### config.mk
export PLATFORM = sky130hd
export DESIGN_NAME = draco_keystream_generator_top
export DESIGN_NICKNAME = d
export VERILOG_FILES = /design/src/rtl/core/dkg_pkg.sv /design/src/rtl/core/dkg_nlfsr.sv /design/src/rtl/core/draco_keystream_generator_top.sv
export SDC_FILE = /design/constraint.sdc
export NUM_CORES = 1
export LEC_CHECK = 0
export BUFFER_PORTS_ARGS = -buffer_cell sky130_fd_sc_hd__buf_2
export CAP_MARGIN = 20
export CORE_UTILIZATION = 35
export DETAILED_ROUTE_END_ITERATION = 8
export SLEW_MARGIN = 5
export SYNTH_ARGS = -nofsm -noshare
export SYNTH_HDL_FRONTEND = slang
export SYNTH_SLANG_ARGS = --single-unit
### constraint.sdc
create_clock -name clk -period 3.7 [get_ports clk]
set_input_delay 0.74 -clock clk [delete_from_list [all_inputs] [get_ports clk]]
set_output_delay 0.74 -clock clk [all_outputs]
set_load 0.05 [all_outputs]
### src/rtl/core/dkg_pkg.sv
package dkg_pkg;

    // Register lengths of the two nonlinear shift registers
    localparam int SHORT_LEN = 33;
    localparam int LONG_LEN  = 95;

    // Key and IV sizes
    localparam int KEY_BITS = 128;
    localparam int IV_BITS  = 96;

    // IV position runs 0..IV_BITS (period 97), key position is time mod 32
    localparam int IVPOS_W  = 7;
    localparam int KEYPOS_W = 5;

    // Position pair that marks time 256, the end of the IV-only window
    localparam logic [IVPOS_W-1:0]  IVPOS_WINDOW_END  = 7'd62;
    localparam logic [KEYPOS_W-1:0] KEYPOS_WINDOW_END = 5'd0;

    // Keystream word and its bit count
    localparam int WORD_BITS = 32;
    localparam int COUNT_W   = 6;
    localparam int POS_W     = 5;

    // Configuration port
    localparam int CFG_DATA_W  = 64;
    localparam int CFG_INDEX_W = 3;

    typedef enum logic [CFG_INDEX_W-1:0] {
        REG_KEY_HIGH = 3'd0,
        REG_KEY_LOW  = 3'd1,
        REG_IV_HIGH  = 3'd2,
        REG_IV_LOW   = 3'd3
    } cfg_reg_t;

    // Item opcodes
    localparam logic OP_INIT     = 1'b0;
    localparam logic OP_GENERATE = 1'b1;

    typedef enum logic [1:0] {
        ST_IDLE,
        ST_RUN,
        ST_DELIVER
    } seq_state_t;

    // Control from the sequencer to the register unit
    typedef struct packed {
        logic load;   // load both registers from the key, clear positions
        logic step;   // one register clock
        logic warm;   // feed the output bit back (warm-up clocks)
    } nlfsr_ctrl_t;

endpackage

### src/rtl/core/dkg_nlfsr.sv
module dkg_nlfsr
    import dkg_pkg::*;
(
    input  logic                clk,
    input  logic                rst_n,
    input  nlfsr_ctrl_t         ctrl,
    input  logic [KEY_BITS-1:0] key,   // key bit 0 in the MSB
    input  logic [IV_BITS-1:0]  iv,    // IV bit 0 in the MSB
    output logic                ks_bit // output bit seen before the next clock
);

    logic [SHORT_LEN-1:0] short_reg, short_next;
    logic [LONG_LEN-1:0]  long_reg, long_next;
    logic [IVPOS_W-1:0]   ivpos_reg, ivpos_next;
    logic [KEYPOS_W-1:0]  keypos_reg, keypos_next;
    logic                 past_reg, past_next;

    logic [SHORT_LEN-1:0] s;
    logic [LONG_LEN-1:0]  l;
    logic                 f1, f2, out_bit, iv_b, key_b, inj, fb, n1, n2;
    logic [6:0]           iv_idx, key_idx;

    assign s = short_reg;
    assign l = long_reg;

    // Short register feedback, with the all-zero escape on bits 1..32
    always_comb
    begin
        f1 = s[0] ^ s[2] ^ s[7] ^ s[9] ^ s[10] ^ s[15] ^ s[23] ^ s[25] ^ s[30]
            ^ (s[8] & s[15]) ^ (s[12] & s[16]) ^ (s[13] & s[15]) ^ (s[13] & s[25])
            ^ (s[1] & s[8] & s[14]) ^ (s[1] & s[8] & s[18]) ^ (s[8] & s[12] & s[16])
            ^ (s[8] & s[14] & s[18]) ^ (s[8] & s[15] & s[16]) ^ (s[8] & s[15] & s[17])
            ^ (s[15] & s[24] & s[17])
            ^ (s[1] & s[8] & s[14] & s[17]) ^ (s[1] & s[8] & s[17] & s[18])
            ^ (s[1] & s[14] & s[24] & s[17]) ^ (s[1] & s[18] & s[24] & s[17])
            ^ (s[8] & s[12] & s[16] & s[17]) ^ (s[8] & s[14] & s[17] & s[18])
            ^ (s[8] & s[15] & s[16] & s[17]) ^ (s[12] & s[16] & s[24] & s[17])
            ^ (s[14] & s[24] & s[17] & s[18]) ^ (s[15] & s[16] & s[24] & s[17])
            ^ ~(|s[SHORT_LEN-1:1]);
    end

    // Long register feedback
    always_comb
    begin
        f2 = l[0] ^ l[26] ^ l[56] ^ l[89] ^ l[94]
            ^ (l[3] & l[67]) ^ (l[11] & l[13]) ^ (l[17] & l[18]) ^ (l[27] & l[59])
            ^ (l[36] & l[39]) ^ (l[40] & l[48]) ^ (l[50] & l[79]) ^ (l[54] & l[71])
            ^ (l[58] & l[63]) ^ (l[61] & l[65]) ^ (l[68] & l[84])
            ^ (l[8] & l[46] & l[87]) ^ (l[22] & l[24] & l[25])
            ^ (l[70] & l[78] & l[82]) ^ (l[86] & l[90] & l[91] & l[93]);
    end

    // Output filter
    always_comb
    begin
        out_bit = l[7] ^ l[15] ^ l[32] ^ l[47] ^ l[66] ^ l[80] ^ l[92]
            ^ (l[5] & l[85]) ^ (l[12] & l[74]) ^ (l[20] & l[69]) ^ (l[34] & l[57])
            ^ l[53] ^ (l[38] & l[44]) ^ (l[23] & l[49] & l[83])
            ^ (l[6] & l[33] & l[51] & l[73])
            ^ (l[4] & l[29] & l[43] & l[60] & l[81])
            ^ (l[9] & l[14] & l[35] & l[42] & l[55] & l[77])
            ^ (l[1] & l[16] & l[28] & l[45] & l[64] & l[75] & l[88])
            ^ s[26] ^ (s[5] & s[19]) ^ (s[11] & s[22] & s[31])
            ^ l[76] ^ (s[3] & l[10]) ^ (s[20] & l[21] & l[30])
            ^ (s[6] & s[29] & l[62] & l[72]);
    end

    assign ks_bit = out_bit;

    // Key/IV injection: IV bit (pos-1) sits at iv[96-pos]; key bit k at key[127-k]
    assign iv_idx  = 7'(IV_BITS) - ivpos_reg;
    assign key_idx = 7'(KEY_BITS - 1) - {2'b00, keypos_reg};
    assign iv_b    = (ivpos_reg == '0) ? 1'b0 : iv[iv_idx];
    assign key_b   = key[key_idx];
    assign inj     = past_reg ? (key_b ^ iv_b) : iv_b;

    assign fb = ctrl.warm & out_bit;
    assign n1 = f1 ^ fb;
    assign n2 = f2 ^ s[0] ^ inj ^ fb;

    // Next state: key load, one clock, or hold
    always_comb
    begin
        short_next  = short_reg;
        long_next   = long_reg;
        ivpos_next  = ivpos_reg;
        keypos_next = keypos_reg;
        past_next   = past_reg;
        if (ctrl.load)
        begin
            for (int i = 0; i < LONG_LEN; i++)
            begin
                long_next[i] = key[KEY_BITS-1-i];
            end
            long_next[0] = ~key[KEY_BITS-1];
            for (int i = 0; i < SHORT_LEN; i++)
            begin
                short_next[i] = key[KEY_BITS-1-LONG_LEN-i];
            end
            ivpos_next  = '0;
            keypos_next = '0;
            past_next   = 1'b0;
        end
        else if (ctrl.step)
        begin
            long_next   = {n2, long_reg[LONG_LEN-1:1]};
            short_next  = {n1, short_reg[SHORT_LEN-1:1]};
            ivpos_next  = (ivpos_reg >= 7'(IV_BITS)) ? '0 : ivpos_reg + 7'd1;
            keypos_next = keypos_reg + 5'd1;
            if (ivpos_next == IVPOS_WINDOW_END && keypos_next == KEYPOS_WINDOW_END)
            begin
                past_next = 1'b1;
            end
        end
    end

    always_ff @(posedge clk or negedge rst_n)
    begin
        if (!rst_n)
        begin
            short_reg  <= '0;
            long_reg   <= '0;
            ivpos_reg  <= '0;
            keypos_reg <= '0;
            past_reg   <= 1'b0;
        end
        else
        begin
            short_reg  <= short_next;
            long_reg   <= long_next;
            ivpos_reg  <= ivpos_next;
            keypos_reg <= keypos_next;
            past_reg   <= past_next;
        end
    end

endmodule

### src/rtl/core/draco_keystream_generator_top.sv
// Channel  | Handshake              | Payload
// ---------+------------------------+------------------------------------------
// input    | in_valid / in_stall    | op, bit_count
// output   | out_valid / out_stall  | keystream_word, bits_produced, init_done
// config   | cfg_write_en           | cfg_index, cfg_data
//
// One register clock per cycle through the shared feedback unit while a transaction
// runs: an initialize transaction loads the key and runs the warm-up, a generate one
// clocks out n keystream bits (n = bit_count saturated to 32). The result moves via
// the deliver state to the output register before the next input is taken.
// The input is stalled from acceptance until the result is in the output register.
// A stalled output holds its result; the next input may be taken meanwhile.
// Reset clears the key, IV, both registers and the time counters.
module draco_keystream_generator_top
    import dkg_pkg::*;
#(
    parameter int INIT_CLOCKS = 512
)
(
    input  logic                   clk,
    input  logic                   rst_n,
    // input channel
    input  logic                   in_valid,
    output logic                   in_stall,
    input  logic                   op,
    input  logic [COUNT_W-1:0]     bit_count,
    // output channel
    output logic                   out_valid,
    input  logic                   out_stall,
    output logic [WORD_BITS-1:0]   keystream_word,
    output logic [COUNT_W-1:0]     bits_produced,
    output logic                   init_done,
    // configuration
    input  logic                   cfg_write_en,
    input  logic [CFG_INDEX_W-1:0] cfg_index,
    input  logic [CFG_DATA_W-1:0]  cfg_data
);

    localparam int CNT_W = $clog2(INIT_CLOCKS + 1);

    // Configuration registers
    logic [63:0] key_high_reg, key_low_reg, iv_high_reg;
    logic [31:0] iv_low_reg;

    always_ff @(posedge clk or negedge rst_n)
    begin
        if (!rst_n)
        begin
            key_high_reg <= '0;
            key_low_reg  <= '0;
            iv_high_reg  <= '0;
            iv_low_reg   <= '0;
        end
        else if (cfg_write_en)
        begin
            case (cfg_index)
                REG_KEY_HIGH: key_high_reg <= cfg_data;
                REG_KEY_LOW:  key_low_reg  <= cfg_data;
                REG_IV_HIGH:  iv_high_reg  <= cfg_data;
                REG_IV_LOW:   iv_low_reg   <= cfg_data[31:0];
                default:      ;
            endcase
        end
    end

    // Sequencer state
    seq_state_t           state_reg, state_next;
    logic [CNT_W-1:0]     cnt_reg, cnt_next;
    logic [POS_W-1:0]     pos_reg, pos_next;
    logic [WORD_BITS-1:0] word_reg, word_next;
    logic [COUNT_W-1:0]   n_reg, n_next;
    logic                 gen_reg, gen_next;

    // Output register
    logic                 out_valid_reg, out_valid_next;
    logic [WORD_BITS-1:0] out_word_reg, out_word_next;
    logic [COUNT_W-1:0]   out_count_reg, out_count_next;
    logic                 out_init_reg, out_init_next;

    nlfsr_ctrl_t          ctrl;
    logic                 ks_bit;
    logic                 accept;
    logic                 out_free;
    logic [COUNT_W-1:0]   n_sat;

    assign in_stall = (state_reg != ST_IDLE);
    assign accept   = in_valid && !in_stall;
    assign out_free = !out_valid_reg || !out_stall;
    assign n_sat    = (bit_count > COUNT_W'(WORD_BITS)) ? COUNT_W'(WORD_BITS) : bit_count;

    // Next state and register unit control
    always_comb
    begin
        state_next     = state_reg;
        cnt_next       = cnt_reg;
        pos_next       = pos_reg;
        word_next      = word_reg;
        n_next         = n_reg;
        gen_next       = gen_reg;
        out_valid_next = out_valid_reg && out_stall;
        out_word_next  = out_word_reg;
        out_count_next = out_count_reg;
        out_init_next  = out_init_reg;
        ctrl           = '0;
        case (state_reg)
            ST_IDLE:
            begin
                if (accept)
                begin
                    gen_next   = (op == OP_GENERATE);
                    word_next  = '0;
                    pos_next   = POS_W'(WORD_BITS - 1);
                    state_next = ST_RUN;
                    if (op == OP_GENERATE)
                    begin
                        n_next   = n_sat;
                        cnt_next = CNT_W'(n_sat);
                    end
                    else
                    begin
                        n_next    = '0;
                        cnt_next  = CNT_W'(INIT_CLOCKS);
                        ctrl.load = 1'b1;
                    end
                end
            end
            ST_RUN:
            begin
                if (cnt_reg != '0)
                begin
                    ctrl.step = 1'b1;
                    ctrl.warm = !gen_reg;
                    cnt_next  = cnt_reg - CNT_W'(1);
                    if (gen_reg)
                    begin
                        word_next[pos_reg] = ks_bit;
                        pos_next           = pos_reg - POS_W'(1);
                    end
                end
                else
                begin
                    state_next = ST_DELIVER;
                end
            end
            ST_DELIVER:
            begin
                if (out_free)
                begin
                    out_valid_next = 1'b1;
                    out_word_next  = word_reg;
                    out_count_next = n_reg;
                    out_init_next  = !gen_reg;
                    state_next     = ST_IDLE;
                end
            end
            default:
            begin
                state_next = ST_IDLE;
            end
        endcase
    end

    always_ff @(posedge clk or negedge rst_n)
    begin
        if (!rst_n)
        begin
            state_reg     <= ST_IDLE;
            cnt_reg       <= '0;
            pos_reg       <= '0;
            gen_reg       <= 1'b0;
            out_valid_reg <= 1'b0;
        end
        else
        begin
            state_reg     <= state_next;
            cnt_reg       <= cnt_next;
            pos_reg       <= pos_next;
            gen_reg       <= gen_next;
            out_valid_reg <= out_valid_next;
        end
    end

    // Payload registers
    always_ff @(posedge clk)
    begin
        word_reg      <= word_next;
        n_reg         <= n_next;
        out_word_reg  <= out_word_next;
        out_count_reg <= out_count_next;
        out_init_reg  <= out_init_next;
    end

    dkg_nlfsr u_nlfsr (
        .clk    (clk),
        .rst_n  (rst_n),
        .ctrl   (ctrl),
        .key    ({key_high_reg, key_low_reg}),
        .iv     ({iv_high_reg, iv_low_reg}),
        .ks_bit (ks_bit)
    );

    assign out_valid      = out_valid_reg;
    assign keystream_word = out_word_reg;
    assign bits_produced  = out_count_reg;
    assign init_done      = out_init_reg;

endmodule

After elaboration in Yosys (flattened, before gate mapping) --
Cells that the tools add are included.
Operators by class: add/sub/neg operators 6, magnitude comparators 6, eq/ne operators 11, muxes and demuxes 45, bitwise logic cells 171, reductions and logical operators 29
Operator list (number):
- $mux 95 | 2
- $mux 32 | 3
- $and 1x1->1 | 91
- $xor 1x1->1 | 78
- $mux 33 | 2
- $pmux 32 s2 | 1
- $bwmux 32 | 1
- $reduce_or 32->1 | 1
- $mux 10 | 3
- $mux 5 | 5
- $mux 7 | 3
- $pmux 10 s2 | 1
- $lt 7x8->1 const B | 2
- $bmux 1 s7 | 2
- $reduce_and 2->1 | 7
- $mux 1 | 13
- $mux 2 | 5
- $ne 2x2->1 const B | 5
- $pmux 5 s2 | 1
- $reduce_bool 10->1 | 1
- $sub 10x1->10 const B | 1
- $reduce_bool 2->1 | 4
- $add 7x1->7 const B | 1
- $eq 7x6->1 const B | 1
- 25 further kinds | 34
Word-level totals: register bits 461, input bits 79, output and inout bits 41, word-level logic and storage cells 287

Longest topological paths before layout --
word-level depth 33, depth in mapped cells 14, gate-level depth less buffers 11

Hierarchy --
From an unflattened synthesis, not the netlist that was laid out.
Unflattened totals: cell total of the unflattened synthesis 1712, area, all modules 21257.9 sq um
By module, submodules not included:
- draco_keystream_generator_top | instances 1, cells an instance 838, area an instance 12500.7 sq um, seq. area each 8393.0 sq um
- dkg_nlfsr | instances 1, cells an instance 874, area an instance 8757.1 sq um, seq. area each 3528.4 sq um

Worst setup path after synthesis --
Ideal clock, no wire load.
path kind reg-to-reg, start point reg cnt_reg[0], end point reg pos_reg[4], setup time 0.123 ns, arrival 3.733 ns, data required time 3.577 ns, slack -0.157 ns, cell stages (with the launch flop) 13, buffers on the path 1, period minus slack after synthesis 3.857 ns, path through dfrtp_1 inv_1 ha_1 nand2b_1 or3_1 nand2b_1 and2_1 clkbuf_1 nor2_1 a21oi_1 nand3_1 xor2_1 nand2_1
On the way: cells in the longest elaborated chain, start to end 3
Ends and longest elaborated chain:
- start: declaration | line draco_keystream_generator_top.sv:68 | logic [CNT_W-1:0] cnt_reg, cnt_next;
- start signal: assignment | line draco_keystream_generator_top.sv:176 | cnt_reg <= cnt_next;
- $reduce_bool 10->1 | line draco_keystream_generator_top.sv:129 | if (cnt_reg != '0)
- $ne 2x2->1 (no source line)
- $reduce_and 4->1 (no source line)
- end signal: assignment | line draco_keystream_generator_top.sv:177 | pos_reg <= pos_next;
- end: declaration | line draco_keystream_generator_top.sv:69 | logic [POS_W-1:0] pos_reg, pos_next;
Every way passes these cells. A chain may end at the register's enable or synchronous reset.

Worst setup path after layout --
start point reg u_nlfsr.ivpos_reg[0], end point reg u_nlfsr.long_reg[94], in the netlist u_nlfsr.l[94]
On the way: cells in the longest elaborated chain, start to end 10, elaborated cells on any way between the ends 11, classes of those cells 1 x add/sub; 6 x mux; 3 x bitwise; 1 x reduce/logical
Ends and longest elaborated chain:
- start: declaration | line dkg_nlfsr.sv:14 | logic [IVPOS_W-1:0] ivpos_reg, ivpos_next;
- start signal: assignment | line dkg_nlfsr.sv:131 | ivpos_reg <= ivpos_next;
- $sub 7x7->7 | line dkg_nlfsr.sv:71 | assign iv_idx = 7'(IV_BITS) - ivpos_reg;
- $bmux 1 s7 | line dkg_nlfsr.sv:73 | assign iv_b = (ivpos_reg == '0) ? 1'b0 : iv[iv_idx];
- $mux 1 (implied by the code) | line dkg_nlfsr.sv:73
- $mux 1 * | line dkg_nlfsr.sv:73
- $xor 1x1->1 | line dkg_nlfsr.sv:75 | assign inj = past_reg ? (key_b ^ iv_b) : iv_b;
- $mux 1 * | line dkg_nlfsr.sv:75
- $xor 1x1->1 * (2 in series) | line dkg_nlfsr.sv:79 | assign n2 = f2 ^ s[0] ^ inj ^ fb;
- $mux 95 * | line dkg_nlfsr.sv:104 | else if (ctrl.step)
- $mux 95 * | line dkg_nlfsr.sv:89 | if (ctrl.load)
- end signal: assignment | line dkg_nlfsr.sv:130 | long_reg <= long_next;
- end: declaration | line dkg_nlfsr.sv:13 | logic [LONG_LEN-1:0] long_reg, long_next;
Mark *: on every way between the ends. The rest lies on a longest branch, timed or not. The select of a mux whose other input is x is not followed.

==> qor.yml <==
netlist_instances: 1735
min_period_ns: 3.07
async_reset_ff_share_pct: 83.3
timing.rr.end: "u_nlfsr.l[94]"
num_io_pins: 120
port_buffers: 119
skew_ns: 0.0130
cts_num_sinks: 461
drc: 0
setup_tns_ns: 0
ys.warnings.count: 0
seqCellArea_mm2: 0.0119
synth_top_flop_cell: "dfrtp_1"
max_freq_mhz: 326
ys_seq_area_share_pct: 57.4
rsz0062_at_grt: "false"
slew_violations: 0
clk_latency_ns: 0.59
fillCellCount: 5447
routedWlPerCell_um: 21.4
grt-ovfl-total: 0
synth-edff-count: 77
critPathMaxFanout: 8
numCtsBuffers: 50
crit_path_end_kind: "register"
cts_max_level: 2
clk_path_buf_depth: 3
nets: 1921
synth_top_family_by_area: "multiplexers"
total_power_uw: 21900
postLayoutCellArea_mm2: 0.0241
first_pass_iters: 5
fin_util_pct: 41.5
peakVddDrop_uv: 1130
cts_setup_buffers: 0
slew_headroom_pct: 43.4
start_kind: "register"
timing.rr.start: "u_nlfsr.ivpos_reg[0]"
path_clk_slew_ns: 0.06
final_common_cell: "dfrtp_1"
wl_um: 56500
drive_above_1_share_pct: 27.2
syn-cell-area_mm2: 0.0208
r2r_cells: 11
hp-class: "in2async"
cts_hold_buf: 0
avgSynthCellArea_um2: 12.0
cp_slowest_cell: "dfrtp_2"
areaGrowthSynthToFinish_pct: 16.0
placed_cell_area_mm2: 0.0223
crit_path_max_incr_delay_ns: 0.47
track_usage_pct: 19.1
required_ns: 4.21
synth_compound_area_share_pct: 7.53
grt_pass1_vias: 14200
worstPathCellList: "inv_1 -> ha_1 -> nor3b_4 -> xor2_4 -> inv_1 -> or3_1 -> o311ai_1 -> a311oi_1 -> a311oi_2 -> xnor3_1 -> o21ai_1"
mostFrequentLayoutCells: "dfrtp_1, nand2_1, mux2_2, buf_2, a22oi_1"
die_x_um: 246
reg2reg_slack_ns: 0.63
cp.arrival_ns: 3.58
die-area_mm2: 0.0603
synth_mux_area_share_pct: 16.8
cts_tree: "built"
synth_top_area_cell: "dfrtp_1"
synth-adder-area-share_pct: 0.602
hold_slack_ns: 0.146
die-height_um: 246
period_share_pct: 83.0
via_count: 14000
grt_max_degree: 107
grt_pass1_wl_um: 88200
synthXorXnorAreaFrac_pct: 3.62
path_common_cell: "inv_1"
ys_ff_latch: 461
ant_nets: 0
synth_top_cell_area_share_pct: 46.3
start_util_pct: 35.7
core-area_mm2: 0.0581
synth_nets: 1824
cts_root_buf: "clkbuf_16"
cellLeakagePower_uw: 0.0102
synth_cell_types: 60
worstMarginPinSlew_ns: 0.848
antenna_found_initial: 2
viasPerCell: 5.31
p_per_area_mw_per_mm2: 907
status: "completed"
synth_area_leaders: "dfrtp_1, mux2_2, edfxtp_1"
multiInputGateArea_mm2: 0.00835
final-hold-violation-count: 0
finalSetupViolCount: 0
dp_hpwl_um: 39100
maxCapViolations: 0
synthSimpleGateAreaFrac_pct: 11.2
largest_register_ff_count: 95
cts_resized: 0
num_rows: 88
place.gp.congestion: 0.894
drtIter0Drc: 1061
worst-setup-path-type: "reg2reg"
routing by layer:
layer,share of wire [%],global-route usage (%),vias up
met5,0.019,0,-
met4,2.9,6.27,2
met3,5.1,2.55,99
met2,47,30.5,431
met1,45,26.7,7128
li1,-,-,6354
worst max-delay path by stage:
stage | to | slack (ns) | startpoint
floorplan | u_nlfsr.l[94] | 0.45 | u_nlfsr.ivpos_reg[0]
global placement | u_nlfsr.l[94] | 0.78 | u_nlfsr.ivpos_reg[0]
detailed placement | u_nlfsr.l[94] | 0.71 | u_nlfsr.ivpos_reg[0]
CTS | u_nlfsr.l[94] | 0.65 | u_nlfsr.ivpos_reg[0]
global route | u_nlfsr.l[94] | 0.45 | u_nlfsr.ivpos_reg[0]
finish | u_nlfsr.l[94] | 0.63 | u_nlfsr.ivpos_reg[0]
cells in the mapped netlist, types with 4 or more instances:
cell	n
ha_1	10
buf_6	6
a21oi_1	42
nor2_1	63
nor3_1	9
and3_1	5
nand3_1	53
mux4_1	12
mux2i_1	10
nand4_1	10
a31oi_1	29
buf_2	13
or3_1	5
nand2_1	362
o22ai_1	4
xor2_1	19
xnor2_1	54
nor4_1	10
edfxtp_1	77
a22oi_1	106
mux4_2	22
inv_1	16
and2_1	12
dfrtp_1	384
a22o_1	5
nand2b_1	7
clkbuf_1	84
o211ai_1	4
o21ai_0	29
mux2_2	229
per-stage QoR:
step                      instances  worst slack [ns]
final                          2639             0.629
after global routing           2638             0.451
after CTS                      2637             0.646
after detailed placement       2544             0.713
after global placement         2544             0.779
after floorplan                1735             0.454
report_power, final:
group / internal, µW / switching (µW) / total, µW
clock network: 3250 / 2080 / 5330
registers: 6890 / 1660 / 8560
logic: 3520 / 4460 / 7980
total: 13700 / 8210 / 21900
cell type report:
type	instances	area share (%)
Timing Repair Buffer	156	4.29
Inverter	17	0.265
Antenna cell	1	0.0104
Sequential cell	461	49.5
Clock buffer	65	5.85
Tap cell	765	3.97
Multi-Input combinational cell	1146	34.6
Clock inverter	28	1.50
worst max-delay path, delay by kind of cell, from the launching register on:
family	cells	cell delay, ns
adder cells (fa/ha/maj)	1	0.33
AO/OA/AOI/OAI	4	0.56
buffers and inverters	2	0.21
XOR/XNOR	2	0.71
flip-flops	1	0.47
AND/OR/NAND/NOR	2	0.70
logic make-up after synthesis:
kind of cell             count (synthesis)
XOR/XNOR                                78
flip-flops                             461
buffers and inverters                  128
AND/OR/NAND/NOR                        550
adder cells (fa/ha/maj)                 10
AO/OA/AOI/OAI                          235
multiplexers                           273
Power figures use the tool's default switching activity.
